File: src/hw/rtl/ssr_pkg.sv
`timescale 1ns / 1ps
package ssr_pkg;

	localparam int BLOCK_MAX_DEF = 256;
	localparam int SAMPLE_W = 16;
	localparam int RAW_W = 32;
	localparam int SHAMT_W = 5;
	localparam int ROOT_W = 16;
	localparam int RAD_W = 32;

	localparam logic [SHAMT_W-1:0] SHAMT_RESET = 5'd14;
	localparam logic signed [SAMPLE_W-1:0] SAT_MIN = -16'sd32768;
	localparam logic signed [SAMPLE_W-1:0] SAT_MAX = 16'sd32767;
	localparam logic [ROOT_W:0] RMS_LIMIT = 17'd32768;

	typedef struct packed {
		logic signed [RAW_W-1:0] raw_sample;
		logic                    last_sample;
	} in_t;

	typedef struct packed {
		logic signed [SAMPLE_W-1:0] sample_out;
		logic [ROOT_W-1:0]          rms;
		logic                       rms_valid;
	} out_t;

	typedef enum logic [2:0] {
		ST_IDLE,
		ST_SCALE,
		ST_SQUARE,
		ST_CLOSE,
		ST_DIV,
		ST_SQRT,
		ST_OUT
	} state_t;

endpackage

File: src/hw/rtl/ssr_scale.sv
`timescale 1ns / 1ps
module ssr_scale import ssr_pkg::*; (
	input  logic                       clk,
	input  logic                       arst_n,
	input  logic                       start,
	input  logic signed [RAW_W-1:0]    raw,
	input  logic [SHAMT_W-1:0]         shamt,
	output logic                       done,
	output logic signed [SAMPLE_W-1:0] sample
);

	logic [RAW_W-1:0]   word_q;
	logic [SHAMT_W-1:0] cnt_q;
	logic               busy_q;
	logic               done_q;
	logic [RAW_W-SAMPLE_W:0] hi;

	always_ff @(posedge clk or negedge arst_n) begin
		if (!arst_n) begin
			busy_q <= 1'b0;
			done_q <= 1'b0;
		end else begin
			done_q <= 1'b0;
			if (start) begin
				busy_q <= 1'b1;
			end else if (busy_q && cnt_q == '0) begin
				busy_q <= 1'b0;
				done_q <= 1'b1;
			end
		end
	end

	// one bit of arithmetic shift per cycle
	always_ff @(posedge clk) begin
		if (start) begin
			word_q <= raw;
			cnt_q <= shamt;
		end else if (busy_q && cnt_q != '0) begin
			word_q <= {word_q[RAW_W-1], word_q[RAW_W-1:1]};
			cnt_q <= cnt_q - 1'b1;
		end
	end

	assign hi = word_q[RAW_W-1:SAMPLE_W-1];

	always_comb begin
		if (&hi || ~|hi) begin
			sample = word_q[SAMPLE_W-1:0];
		end else if (word_q[RAW_W-1]) begin
			sample = SAT_MIN;
		end else begin
			sample = SAT_MAX;
		end
	end

	assign done = done_q;

endmodule

File: src/hw/rtl/ssr_div.sv
`timescale 1ns / 1ps
module ssr_div import ssr_pkg::*; #(
	parameter int SUM_W = 39,
	parameter int CNT_W = 9
) (
	input  logic             clk,
	input  logic             arst_n,
	input  logic             start,
	input  logic [SUM_W-1:0] dividend,
	input  logic [CNT_W-1:0] divisor,
	output logic             done,
	output logic [SUM_W-1:0] quotient
);

	localparam int CW = $clog2(SUM_W + 1);

	logic [SUM_W-1:0] quo_q;
	logic [CNT_W-1:0] rem_q;
	logic [CNT_W-1:0] dvs_q;
	logic [CW-1:0]    cnt_q;
	logic             busy_q;
	logic             done_q;
	logic [CNT_W:0]   rem_sh;
	logic [CNT_W:0]   rem_nx;
	logic             ge;

	// restoring division, one quotient bit per cycle
	assign rem_sh = {rem_q, quo_q[SUM_W-1]};
	assign ge = rem_sh >= {1'b0, dvs_q};
	assign rem_nx = ge ? (rem_sh - {1'b0, dvs_q}) : rem_sh;

	always_ff @(posedge clk or negedge arst_n) begin
		if (!arst_n) begin
			busy_q <= 1'b0;
			done_q <= 1'b0;
		end else begin
			done_q <= 1'b0;
			if (start) begin
				busy_q <= 1'b1;
			end else if (busy_q && cnt_q == '0) begin
				busy_q <= 1'b0;
				done_q <= 1'b1;
			end
		end
	end

	always_ff @(posedge clk) begin
		if (start) begin
			quo_q <= dividend;
			rem_q <= '0;
			dvs_q <= divisor;
			cnt_q <= CW'(SUM_W - 1);
		end else if (busy_q) begin
			quo_q <= {quo_q[SUM_W-2:0], ge};
			rem_q <= rem_nx[CNT_W-1:0];
			cnt_q <= cnt_q - 1'b1;
		end
	end

	assign done = done_q;
	assign quotient = quo_q;

endmodule

File: src/hw/rtl/ssr_sqrt.sv
`timescale 1ns / 1ps
module ssr_sqrt import ssr_pkg::*; (
	input  logic              clk,
	input  logic              arst_n,
	input  logic              start,
	input  logic [RAD_W-1:0]  radicand,
	output logic              done,
	output logic [ROOT_W-1:0] root
);

	localparam int REM_W = ROOT_W + 2;
	localparam int CW = $clog2(ROOT_W);

	logic [RAD_W-1:0]  rad_q;
	logic [REM_W-1:0]  rem_q;
	logic [ROOT_W-1:0] root_q;
	logic [CW-1:0]     cnt_q;
	logic              busy_q;
	logic              done_q;
	logic [REM_W+1:0]  rem_t;
	logic [REM_W+1:0]  trial;
	logic [REM_W+1:0]  rem_nx;
	logic              ge;

	// restoring square root, two radicand bits per cycle
	assign rem_t = {rem_q, rad_q[RAD_W-1:RAD_W-2]};
	assign trial = {2'b00, root_q, 2'b01};
	assign ge = rem_t >= trial;
	assign rem_nx = ge ? (rem_t - trial) : rem_t;

	always_ff @(posedge clk or negedge arst_n) begin
		if (!arst_n) begin
			busy_q <= 1'b0;
			done_q <= 1'b0;
		end else begin
			done_q <= 1'b0;
			if (start) begin
				busy_q <= 1'b1;
			end else if (busy_q && cnt_q == '0) begin
				busy_q <= 1'b0;
				done_q <= 1'b1;
			end
		end
	end

	always_ff @(posedge clk) begin
		if (start) begin
			rad_q <= radicand;
			rem_q <= '0;
			root_q <= '0;
			cnt_q <= CW'(ROOT_W - 1);
		end else if (busy_q) begin
			rad_q <= {rad_q[RAD_W-3:0], 2'b00};
			rem_q <= rem_nx[REM_W-1:0];
			root_q <= {root_q[ROOT_W-2:0], ge};
			cnt_q <= cnt_q - 1'b1;
		end
	end

	assign done = done_q;
	assign root = root_q;

endmodule

File: src/hw/rtl/sample_scale_saturate_block_rms.sv
`timescale 1ns / 1ps
// Block RMS level meter.
// Input channel in_valid/in_stall/in_data carries one raw 32-bit sample and a
// last-of-block flag per transaction. Output channel out_valid/out_stall/out_data
// returns exactly one transaction per input: the sample shifted right by
// shift_amount and saturated to 16 bits, plus rms/rms_valid when the input
// closes a block (last flag set, or BLOCK_MAX samples counted).
// One input transaction is processed at a time. A sample that does not close
// a block passes through the serial shifter, then a shift-add square into the
// energy sum. A closing sample adds a bit-serial divide and a 16-step square
// root.
// An output register sits between the two sides: the next input is accepted
// while a finished result still waits in it; when out_stall holds the result,
// the following item stops in its final step until the register frees up.
// shift_amount is written through cfg_we/cfg_wdata; the user must write it only
// while the block is idle, which it does not enforce. Reset clears the energy
// sum and sample count, sets shift_amount to 14 and empties the output register.
module sample_scale_saturate_block_rms import ssr_pkg::*; #(
	parameter int BLOCK_MAX = BLOCK_MAX_DEF
) (
	input  logic               clk,
	input  logic               arst_n,
	input  logic               cfg_we,
	input  logic [SHAMT_W-1:0] cfg_wdata,
	input  logic               in_valid,
	output logic               in_stall,
	input  in_t                in_data,
	output logic               out_valid,
	input  logic               out_stall,
	output out_t               out_data
);

	localparam int CNT_W = $clog2(BLOCK_MAX + 1);
	localparam int SUM_W = 31 + $clog2(BLOCK_MAX);
	localparam int ADD_W = 2 * SAMPLE_W - 1;
	localparam logic [CNT_W-1:0] BMAX = CNT_W'(BLOCK_MAX);

	state_t state_q, state_nx;

	logic [SHAMT_W-1:0]  shamt_q;
	logic [SUM_W-1:0]    energy_q;
	logic [CNT_W-1:0]    count_q;
	logic [CNT_W-1:0]    count_inc;
	logic                close_q;
	logic [SAMPLE_W-1:0] mag_q;
	logic [ADD_W-1:0]    addend_q;
	logic [3:0]          bit_q;
	logic                out_valid_q;
	out_t                out_data_q;

	logic                       accept;
	logic                       load_out;
	logic                       scale_start;
	logic                       scale_done;
	logic                       div_start;
	logic                       div_done;
	logic                       sqrt_start;
	logic                       sqrt_done;
	logic signed [SAMPLE_W-1:0] scale_sample;
	logic [SAMPLE_W-1:0]        mag_nx;
	logic [SUM_W-1:0]           quotient;
	logic [ROOT_W-1:0]          root;

	assign accept = in_valid && !in_stall;
	assign count_inc = count_q + 1'b1;
	assign mag_nx = scale_sample[SAMPLE_W-1] ? (~scale_sample + 1'b1) : scale_sample;

	ssr_scale u_scale (
		.clk    (clk),
		.arst_n (arst_n),
		.start  (scale_start),
		.raw    (in_data.raw_sample),
		.shamt  (shamt_q),
		.done   (scale_done),
		.sample (scale_sample)
	);

	ssr_div #(
		.SUM_W (SUM_W),
		.CNT_W (CNT_W)
	) u_div (
		.clk      (clk),
		.arst_n   (arst_n),
		.start    (div_start),
		.dividend (energy_q),
		.divisor  (count_q),
		.done     (div_done),
		.quotient (quotient)
	);

	ssr_sqrt u_sqrt (
		.clk      (clk),
		.arst_n   (arst_n),
		.start    (sqrt_start),
		.radicand ({1'b0, quotient[RAD_W-2:0]}),
		.done     (sqrt_done),
		.root     (root)
	);

	always_ff @(posedge clk or negedge arst_n) begin
		if (!arst_n) begin
			state_q <= ST_IDLE;
		end else begin
			state_q <= state_nx;
		end
	end

	always_comb begin
		state_nx = state_q;
		in_stall = 1'b1;
		scale_start = 1'b0;
		div_start = 1'b0;
		sqrt_start = 1'b0;
		load_out = 1'b0;
		case (state_q)
			ST_IDLE: begin
				in_stall = 1'b0;
				if (in_valid) begin
					scale_start = 1'b1;
					state_nx = ST_SCALE;
				end
			end
			ST_SCALE: begin
				if (scale_done) begin
					state_nx = ST_SQUARE;
				end
			end
			ST_SQUARE: begin
				if (bit_q == 4'd15) begin
					state_nx = close_q ? ST_CLOSE : ST_OUT;
				end
			end
			ST_CLOSE: begin
				div_start = 1'b1;
				state_nx = ST_DIV;
			end
			ST_DIV: begin
				if (div_done) begin
					sqrt_start = 1'b1;
					state_nx = ST_SQRT;
				end
			end
			ST_SQRT: begin
				if (sqrt_done) begin
					state_nx = ST_OUT;
				end
			end
			ST_OUT: begin
				if (!out_valid_q || !out_stall) begin
					load_out = 1'b1;
					state_nx = ST_IDLE;
				end
			end
			default: begin
				state_nx = ST_IDLE;
			end
		endcase
	end

	always_ff @(posedge clk or negedge arst_n) begin
		if (!arst_n) begin
			shamt_q <= SHAMT_RESET;
			energy_q <= '0;
			count_q <= '0;
			out_valid_q <= 1'b0;
		end else begin
			if (cfg_we) begin
				shamt_q <= cfg_wdata;
			end
			if (accept) begin
				count_q <= count_inc;
			end
			if (state_q == ST_SQUARE && mag_q[0]) begin
				energy_q <= energy_q + SUM_W'(addend_q);
			end
			// divider has latched sum and count
			if (state_q == ST_CLOSE) begin
				energy_q <= '0;
				count_q <= '0;
			end
			if (load_out) begin
				out_valid_q <= 1'b1;
			end else if (!out_stall) begin
				out_valid_q <= 1'b0;
			end
		end
	end

	always_ff @(posedge clk) begin
		if (accept) begin
			close_q <= in_data.last_sample || (count_inc == BMAX);
		end
		if (state_q == ST_SCALE && scale_done) begin
			mag_q <= mag_nx;
			addend_q <= ADD_W'(mag_nx);
			bit_q <= '0;
		end else if (state_q == ST_SQUARE) begin
			mag_q <= {1'b0, mag_q[SAMPLE_W-1:1]};
			addend_q <= {addend_q[ADD_W-2:0], 1'b0};
			bit_q <= bit_q + 1'b1;
		end
		if (load_out) begin
			out_data_q.sample_out <= scale_sample;
			out_data_q.rms <= close_q ? root : '0;
			out_data_q.rms_valid <= close_q;
		end
	end

	assign out_valid = out_valid_q;
	assign out_data = out_data_q;

	a_out_from_final: assert property (@(posedge clk) disable iff (!arst_n)
		$rose(out_valid_q) |-> $past(state_q == ST_OUT))
		else $error("output loaded outside final step");

	a_rms_zero: assert property (@(posedge clk) disable iff (!arst_n)
		out_valid_q && !out_data_q.rms_valid |-> out_data_q.rms == '0)
		else $error("rms nonzero on non-closing transaction");

	a_rms_bound: assert property (@(posedge clk) disable iff (!arst_n)
		out_valid_q |-> {1'b0, out_data_q.rms} <= RMS_LIMIT)
		else $error("rms out of range");

	a_count_idle: assert property (@(posedge clk) disable iff (!arst_n)
		state_q == ST_IDLE |-> count_q < BMAX)
		else $error("sample count reached block size without closing");

	a_div_close: assert property (@(posedge clk) disable iff (!arst_n)
		div_start |-> close_q && count_q != '0)
		else $error("divide started without a closing block");

endmodule
File: config.mk
export PLATFORM = sky130hd
export DESIGN_NAME = sample_scale_saturate_block_rms
export DESIGN_NICKNAME = d
export VERILOG_FILES = /design/src/hw/rtl/ssr_pkg.sv /design/src/hw/rtl/ssr_scale.sv /design/src/hw/rtl/ssr_div.sv /design/src/hw/rtl/ssr_sqrt.sv /design/src/hw/rtl/sample_scale_saturate_block_rms.sv
export SDC_FILE = /design/constraint.sdc
export NUM_CORES = 1
export LEC_CHECK = 0
export BUFFER_PORTS_ARGS = -buffer_cell sky130_fd_sc_hd__buf_2
export CAP_MARGIN = 25
export CORE_MARGIN = 8
export CORE_UTILIZATION = 64
export CTS_BUF_LIST = sky130_fd_sc_hd__clkbuf_2 sky130_fd_sc_hd__clkbuf_4 sky130_fd_sc_hd__clkbuf_8
export DETAILED_ROUTE_END_ITERATION = 10
export GPL_TIMING_DRIVEN = 0
export PLACE_DENSITY = 0.83
export SLEW_MARGIN = 20
export SYNTH_ARGS = -nofsm -noshare
export SYNTH_HDL_FRONTEND = slang
export SYNTH_HIERARCHICAL = 1
export SYNTH_SLANG_ARGS = --single-unit
File: constraint.sdc
create_clock -name clk -period 3.8 [get_ports clk]
set_input_delay 0.76 -clock clk [delete_from_list [all_inputs] [get_ports clk]]
set_output_delay 0.76 -clock clk [all_outputs]
set_load 0.02 [all_outputs]
==> flow_summary.yaml <==
cts:
  tritoncts: "done"
  ctsResizeCount: 0
  cts_hold_buf: 0
  htreeDepth: 2
  cts_num_sinks: 318
  clock_latency_ps: 590
  clkTransAtPathRegs_ps: 60
  clockBufferDepth: 3
  cts_buffers: 51
  postCtsSetupRepairBufs: 0
  clock-root-buffer: "clkbuf_8"
yosys:
  syn_area_per_cell_sq_um: 10.8
  synth-edff-count: 183
  synth_nets: 1649
  yosysSeqAreaShare: 0.511
  async_flop_share: 0.198
  yosys_warnings: 6
  syn_inst: 1538
  synthFlopType: "edfxtp_1"
  netlist_area_sq_um: 16700
  ys_ff_latch: 318
  synth.distinct_cells: 86
placement:
  numPortBuffers: 77
  dpl.hpwl_mm: 27.1
  place_congestion: 0.899
  postPlaceCellArea_sq_um: 17500
cells_and_area:
  area_delta_synth_final_pct: 12.2
  nets: 1781
  design_area_sq_um: 18700
  drive_gt1_frac: 0.197
  insertedDiodeCount: 0
  fillers: 1847
sta:
  finClkSkew_ps: 28.0
  worst_slew_pin_slew_ps: 832
  hold-worst-slack_ps: 28.9
  hold_violations: 0
  min_period_over_period: 0.932
  setup_viol_count_final: 0
  fmax_ghz: 0.283
  slew_violations: 0
  slew-limit-headroom: 0.446
  period_minus_slack_ps: 3540
  rsz0062_at_grt: "false"
global_routing:
  grt_start_max_net_pins: 54
  grt_pass1_wl_mm: 61.9
  grt_pass1_vias: 12400
  track_usage: 0.241
  grt_overflow_total: 0
  antenna_found_initial: 0
power_and_ir_drop:
  sequentialPowerShare: 0.440
  p_int_mw: 6.45
  p_sw_mw: 2.42
  ir_drop_mv: 0.561
  p_per_area_nw_per_um2: 474
  p_comb_frac: 0.187
  p_total_mw: 8.87
  pwr-share-clk: 0.373
  cellLeakagePower_nw: 7.11
  netSwitchingFraction: 0.273
die:
  rows: 59
  fp.coreArea_sq_um: 25800
  die_w_um: 177
  die-area_sq_um: 31500
  ios: 78
  initial_core_util: 0.645
  fp.dieH_um: 177
critical_path:
  cp_top_family: "buffers and inverters"
  worstSetupStartpointType: "register"
  cp.required_ps: 4080
  cpPeakStageDelay_ps: 530
  path_buf_inv: 6
  cp.arrival_ps: 3820
  critPathMaxFanout: 20
  worstSetupEndpointType: "register"
  worstSetupPathType: "register to register"
  path_cells: "inv_1 -> nand3_1 -> inv_1 -> clkbuf_1 -> clkbuf_1 -> nor2_1 -> inv_2 -> buf_16"
  cp_slowest_cell: "inv_1"
routing:
  route.antenna.remaining_nets: 0
  wirelength_mm: 37.8
  first_pass_iters: 6
  drc: 0
  vias: 12400
  drt-vias-per-instance: 6.06
  drt_iter0_drc: 969
  drt-wirelength-per-cell_um: 18.4
job:
  cap_violations: 0
outcome:
  status: "finished clean"
hold_path:
  hold_path_class: "input pin to async pin"
-- per-stage QoR --
step	TNS [ps]	instances	setup WS, ps	util
2_1_floorplan	0	1538	671	-
3_3_place_gp	-9460	1950	-248	0.676
3_5_place_dp	0	1952	314	0.678
4_1_cts	0	2047	285	0.724
5_1_grt	0	2047	3.82	0.724
6_report	0	2047	260	0.724
-- cell families after synthesis --
| kind of cell | after synthesis | share of synthesized area |
|---|---|---|
| AO/OA/AOI/OAI | 364 | 0.144 |
| XOR/XNOR | 71 | 0.0373 |
| adder cells (fa/ha/maj) | 68 | 0.0520 |
| buffers and inverters | 136 | 0.0327 |
| flip-flops | 318 | 0.511 |
| multiplexers | 139 | 0.0917 |
| other | 1 | 0.000225 |
| AND/OR/NAND/NOR | 441 | 0.131 |
-- final timing paths --
check                          startpoint                  to  slack, ps  cells past startpoint
min in group clk             cfg_wdata[3]          shamt_q[3]        410                      2
min reg2reg                u_div/cnt_q[5]          u_div/done        440                      1
max reg2reg                    state_q[2]  u_div/quotient[17]        260                      8
max in group asynchronous          arst_n        energy_q[14]       3220                      2
min                                arst_n          count_q[2]         30                      1
max                            state_q[2]  u_div/quotient[17]        260                      8
-- power by group through the flow --
stage | logic (mW) | clock network, mW | registers (mW)
after floorplan | 1.29 | 0 | 3.92
after global placement | 1.59 | 0 | 3.96
after detailed placement | 1.63 | 0 | 3.96
after CTS | 1.64 | 3.36 | 3.89
after global routing | 1.84 | 3.50 | 3.92
final | 1.66 | 3.31 | 3.90
-- synth_stat cells (all sizes together) (5+ instances only) --
library cell / instances / area (sq um)
nand4: 23 / 156
a211oi: 21 / 158
mux2i: 30 / 300
inv: 57 / 214
ha: 66 / 826
o21a: 32 / 240
xor2: 43 / 377
and3: 14 / 88.8
nand2: 130 / 488
a31oi: 8 / 50.1
nor2b: 10 / 65.1
nor4: 10 / 62.6
a31o: 5 / 43.8
a311oi: 5 / 50.0
a21oi: 78 / 390
nand2b: 21 / 131
nor2: 100 / 375
a21o: 36 / 278
o21ai: 100 / 516
nand3: 50 / 250
dfrtp: 60 / 1500
buf: 21 / 110
mux2: 109 / 1230
clkbuf: 57 / 218
o211ai: 12 / 100
o31ai: 17 / 128
dfxtp: 72 / 1440
or3: 11 / 73.8
o21bai: 6 / 45.0
a41oi: 6 / 52.6
nor3: 23 / 120
edfxtp: 183 / 5500
and2: 27 / 170
o2111ai: 6 / 52.6
xnor2: 28 / 245
-- layer usage --
metal  global-route usage  wire [um]
met5                    0          0
met4               0.0903       1050
met3               0.0370       2010
met2                0.416      18800
met1                0.301      15900
-- layout by cell type, fill, tap and decap left out, types with 6 or more instances in the layout --
cell and n:
nor3_1 22, edfxtp_1 183, nand2b_1 20, nand2_1 130
dfrtp_1 60, a21o_2 7, a211oi_1 21, inv_1 55
nand4_1 21, and2_1 26, xor2_1 43, and3_1 12
o211ai_1 10, dfxtp_1 72, nor2_1 100, nand3_1 50
o2111ai_1 6, o21a_1 32, or3_1 10, o31ai_1 17
a21oi_1 78, nor2b_1 9, clkbuf_8 56, a41oi_1 6
clkbuf_4 24, a21o_1 29, mux2_2 109, clkbuf_1 54
nor4_1 10, xnor2_1 28, ha_1 66, o21ai_0 94
buf_2 86, buf_1 8, a31oi_1 8, mux2i_1 30
o21bai_1 6
-- registers in the layout, indices dropped and copies added, names as in the netlist, 5 cells and up --
register        cells
mag_q              16
u_div/dvs_q         9
u_sqrt/rad_q       32
u_div/quotient     39
u_scale/word_q     32
u_div/cnt_q         6
u_scale/cnt_q       5
u_sqrt/root        16
u_div/rem_q         9
energy_q           39
count_q             9
u_sqrt/rem_q       18
out_data           33
shamt_q             5
addend_q           31
-- area by class of cell --
cell class                 instances  area [sq um]  share of cell area
buffer                            78           328              0.0175
clock buffer                      80           951              0.0508
clock inverter                    15           223              0.0119
inverter                          58           218              0.0116
multi-input combinational       1084          7600               0.407
sequential                       318          8520               0.455
tap                              335           419              0.0224
timing repair buffer              79           443              0.0237
(Power assumes the default switching activity.)
